===== src/rtl/core/bnms_pkg.sv =====
// Shared types and constants for the binary image neighbour mask store
package bnms_pkg;

    localparam int IMAGE_ROWS_DEF = 256;
    localparam int IMAGE_COLS_DEF = 256;
    localparam int CMD_DEPTH      = 2;

    // register indexes
    localparam int REG_TRACKING = 0;
    localparam int REG_COUNT    = 1;

    typedef enum logic [1:0] {
        ACT_SET   = 2'd0,
        ACT_CLEAR = 2'd1,
        ACT_READ  = 2'd2,
        ACT_FIND  = 2'd3
    } t_action;

    typedef struct packed {
        logic [1:0] action;
        logic [7:0] row;
        logic [7:0] col;
    } t_in_item;

    typedef struct packed {
        logic       pixel_value;
        logic [7:0] neighbour_mask;
        logic       found;
        logic [7:0] found_row;
        logic [7:0] found_col;
    } t_out_item;

    typedef struct packed {
        t_action    action;
        logic [7:0] row;
        logic [7:0] col;
        logic       in_image;
    } t_cmd;

    typedef struct packed {
        logic full;
        logic valid;
    } t_q_status;

endpackage


===== src/rtl/core/bnms_cmd_fifo.sv =====
// Short command queue between front end and back end
module bnms_cmd_fifo #(
    parameter int DEPTH = bnms_pkg::CMD_DEPTH
) (
    input  logic                i_clk,
    input  logic                i_rst_n,
    input  logic                i_push,
    input  bnms_pkg::t_cmd      i_cmd,
    input  logic                i_pop,
    output bnms_pkg::t_cmd      o_cmd,
    output bnms_pkg::t_q_status o_status
);

    localparam int PTR_W = (DEPTH > 1) ? $clog2(DEPTH) : 1;
    localparam int CNT_W = $clog2(DEPTH + 1);

    bnms_pkg::t_cmd r_mem [DEPTH];
    logic [PTR_W-1:0] r_wr;
    logic [PTR_W-1:0] r_rd;
    logic [CNT_W-1:0] r_cnt;
    logic do_push;
    logic do_pop;

    assign o_status.full  = r_cnt == CNT_W'(DEPTH);
    assign o_status.valid = r_cnt != '0;
    assign do_push = i_push && !o_status.full;
    assign do_pop  = i_pop && o_status.valid;
    assign o_cmd   = r_mem[r_rd];

    always_ff @(posedge i_clk) begin
        if (do_push) begin
            r_mem[r_wr] <= i_cmd;
        end
    end

    always_ff @(posedge i_clk) begin
        if (!i_rst_n) begin
            r_wr  <= '0;
            r_rd  <= '0;
            r_cnt <= '0;
        end else begin
            if (do_push) begin
                r_wr <= (32'(r_wr) == DEPTH - 1) ? '0 : r_wr + 1'b1;
            end
            if (do_pop) begin
                r_rd <= (32'(r_rd) == DEPTH - 1) ? '0 : r_rd + 1'b1;
            end
            if (do_push && !do_pop) begin
                r_cnt <= r_cnt + 1'b1;
            end else if (do_pop && !do_push) begin
                r_cnt <= r_cnt - 1'b1;
            end
        end
    end

endmodule


===== config.mk =====
export PLATFORM = sky130hd
export DESIGN_NAME = bnms_cmd_fifo
export DESIGN_NICKNAME = d
export VERILOG_FILES = /design/src/rtl/core/bnms_pkg.sv /design/src/rtl/core/bnms_cmd_fifo.sv
export SDC_FILE = /design/constraint.sdc
export NUM_CORES = 1
export LEC_CHECK = 0
export CORE_ASPECT_RATIO = 1.75
export CORE_UTILIZATION = 65
export DETAILED_ROUTE_END_ITERATION = 12
export DONT_BUFFER_PORTS = 1
export GPL_TIMING_DRIVEN = 0
export PLACE_DENSITY = 0.85
export SYNTH_ARGS = -nofsm -noshare
export SYNTH_HDL_FRONTEND = slang
export SYNTH_SLANG_ARGS = --single-unit

===== constraint.sdc =====
create_clock -name i_clk -period 4.95 [get_ports i_clk]
set_clock_uncertainty 0.2 [all_clocks]
set_input_delay 0.2475 -clock i_clk [delete_from_list [all_inputs] [get_ports i_clk]]
set_output_delay 0.2475 -clock i_clk [all_outputs]
set_load 0.005 [all_outputs]

==> flow_metrics.env <==
export IMPL_synth_fp_nets=108
export IMPL_crit_path_end_kind="register"
export IMPL_cts_resized=0
export IMPL_die_h_um=67.72
export IMPL_grt_pass1_vias=822
export IMPL_netlist_area_um2=1604
export IMPL_critPathKind="register to register"
export IMPL_firstDrtPassIters=4
export IMPL_cts_hold_buf=20
export IMPL_worst_endpoint_required_ns=4.67
export IMPL_p_leak_nw=0.6659
export IMPL_period_needed_ns=2.019
export IMPL_synth_cells=84
export IMPL_nNetsFinal=135
export IMPL_hpwl_um=1673
export IMPL_synth_seq_cells=43
export IMPL_post_route_cell_area_um2=1927
export IMPL_via_per_inst=5.964
export IMPL_ys_types=22
export IMPL_min_path_type="primary input to register"
export IMPL_met3_usage=0.09211
export IMPL_synth_top_area_frac=0.7114
export IMPL_synth_area_per_cell_um2=19.10
export IMPL_synth_area_top_cells="edfxtp_1 (71%), mux2_2 (13%), dfxtp_1 (6.2%), and2_1 (1.2%), xnor2_1 (1.1%)"
export IMPL_synth_top_area_cell="edfxtp_1"
export IMPL_arrival_ns=1.74
export IMPL_drt_wl_total_um=3009
export IMPL_grtUsageMet1=0.2530
export IMPL_cts_sinks=43
export IMPL_setup_ws_ns=2.931
export IMPL_placed_area_um2=1635
export IMPL_powerDensity_nw_per_um2=478.7
export IMPL_ant_nets=0
export IMPL_tns_ns=0
export IMPL_num_vias=817
export IMPL_io_pins=44
export IMPL_met2_usage=0.4488
export IMPL_final_common_cell="edfxtp_1"
export IMPL_grt_usage=0.2603
export IMPL_slew_limit_headroom=0.3704
export IMPL_outcome="complete, no violations"
export IMPL_postCtsSetupBuffers=0
export IMPL_grt_first_pass_wirelength_um=4153
export IMPL_grt_max_degree=21
export IMPL_final_max_slew_violation_count=0
export IMPL_core_um2=2302
export IMPL_path_clk_slew_ns=0.07
export IMPL_drive_gt1_frac=0.2768
export IMPL_setup_viol=0
export IMPL_cts_buffers_inserted=5
export IMPL_first_iter_violations=19
export IMPL_drc=0
export IMPL_gr_total_overflow=0
export IMPL_top_usage_layer="met2"
export IMPL_clkLatencyLatePin_ns=0.30
export IMPL_die_w_um=39.55
export IMPL_initial_core_util=0.6967
export IMPL_pre_cts_ws_ns=2.553
export IMPL_yosysWarnings=0
export IMPL_areaGrowthSynthToFinish_pct=20.12
export IMPL_yosysSeqAreaShare=0.7738
export IMPL_place_gp_congestion=0.6587
export IMPL_dieArea_um2=2678
export IMPL_portBuffers=0
export IMPL_rsz0062_at_grt="no"
export IMPL_max_cap_violations=0
export IMPL_cts_root_buf="clkbuf_8"
export IMPL_cts_tree="done"
export IMPL_worst_setup_path_start_kind="register"
export IMPL_finalCritPeriodShare=0.4078
export IMPL_layout_common_cells="edfxtp_1 (38), dlygate4sd3_1 (20), mux2_2 (19), dfxtp_1 (5), clkbuf_8 (5)"
export IMPL_num_antenna_cells=0
export IMPL_htree_levels=2
export IMPL_routedWlPerCell_um=21.96
export IMPL_max_clock_path_buffers=2
export IMPL_worstMarginPinSlew_ns=0.9413
export IMPL_crit_fanout=20
export IMPL_finalPower_mw=0.9224
export IMPL_whs_ns=0.03035
export IMPL_vdd_drop_max_uv=375.7
export IMPL_hold_violations=0
export IMPL_max_freq_mhz=495.4
export IMPL_core_rowCount=23
export IMPL_grt_antenna_before_repair=0
==> state kept, by name, indices dropped and copies added, names as in the netlist, named ones only <==
register and cells:
r_cnt 2, r_wr 1, r_mem 38, r_rd 1
==> cell usage after synthesis, drive strengths merged <==
cell type	instances
mux2	19
and3	1
a21boi	2
o21ai	2
edfxtp	38
buf	2
o21a	1
dfxtp	5
xnor2	2
xor2	1
or3	1
inv	2
or2	1
nor3	1
nor2	1
ha	1
nand2b	1
and2	3
==> metal layers <==
layer,part of all wire,wire [um],vias up
met4,0.023,68,0
met3,0.063,191,7
met2,0.58,1739,35
met1,0.34,1010,404
li1,-,-,371
met5,0,0,-
==> through the flow <==
stage	cells	util
after CTS	137	0.8342
after detailed placement	109	0.7103
after global routing	137	0.8370
after global placement	109	0.7103
after floorplan	84	-
final	137	0.8370
==> worst paths after layout <==
| path | start | endpoint | depth (start not counted) | slack, ns |
|---|---|---|---|---|
| worst max-delay path | r_cnt[0] | r_mem[0][14] | 3 | 2.93 |
| worst min-delay path | i_push | r_wr | 2 | 0.03 |
| worst max register to register | r_cnt[0] | r_mem[0][14] | 3 | 2.93 |
| worst min register to register | r_cnt[1] | r_cnt[1] | 2 | 0.41 |
==> power breakdown <==
part	leakage, nW	internal, mW	switching, mW
clock	0.0412	0.0985	0.114
sequential	0.396	0.459	0.0243
combinational	0.229	0.105	0.121
total	0.666	0.663	0.259
==> worst max-delay path: stages (launching register included) <==
cell and delay, ns:
dfxtp_1 0.44, nand2b_1 0.19, inv_2 0.08, nor3_4 0.72
==> final cells by class <==
class,count,area (um2)
clock inverters,2,12.51
flip-flops and latches,43,1241
multi-input cells,37,349.1
clock buffers,6,72.57
plain buffers,2,12.51
repair buffers,20,200.2
inverters,2,7.507
fillers,119,375.4
well taps,25,31.28
==> cells by family (layout without fill, tap and decap cells) <==
logic type	after synthesis	after routing	synth area share
adder cells (fa/ha/maj)	1	1	0.007799
multiplexers	19	19	0.1334
XOR/XNOR	3	3	0.01638
buffers and inverters	4	32	0.01247
AO/OA/AOI/OAI	5	5	0.02028
AND/OR/NAND/NOR	9	9	0.03589
flip-flops	43	43	0.7738
Note: power is estimated with default switching activity, not from simulation.
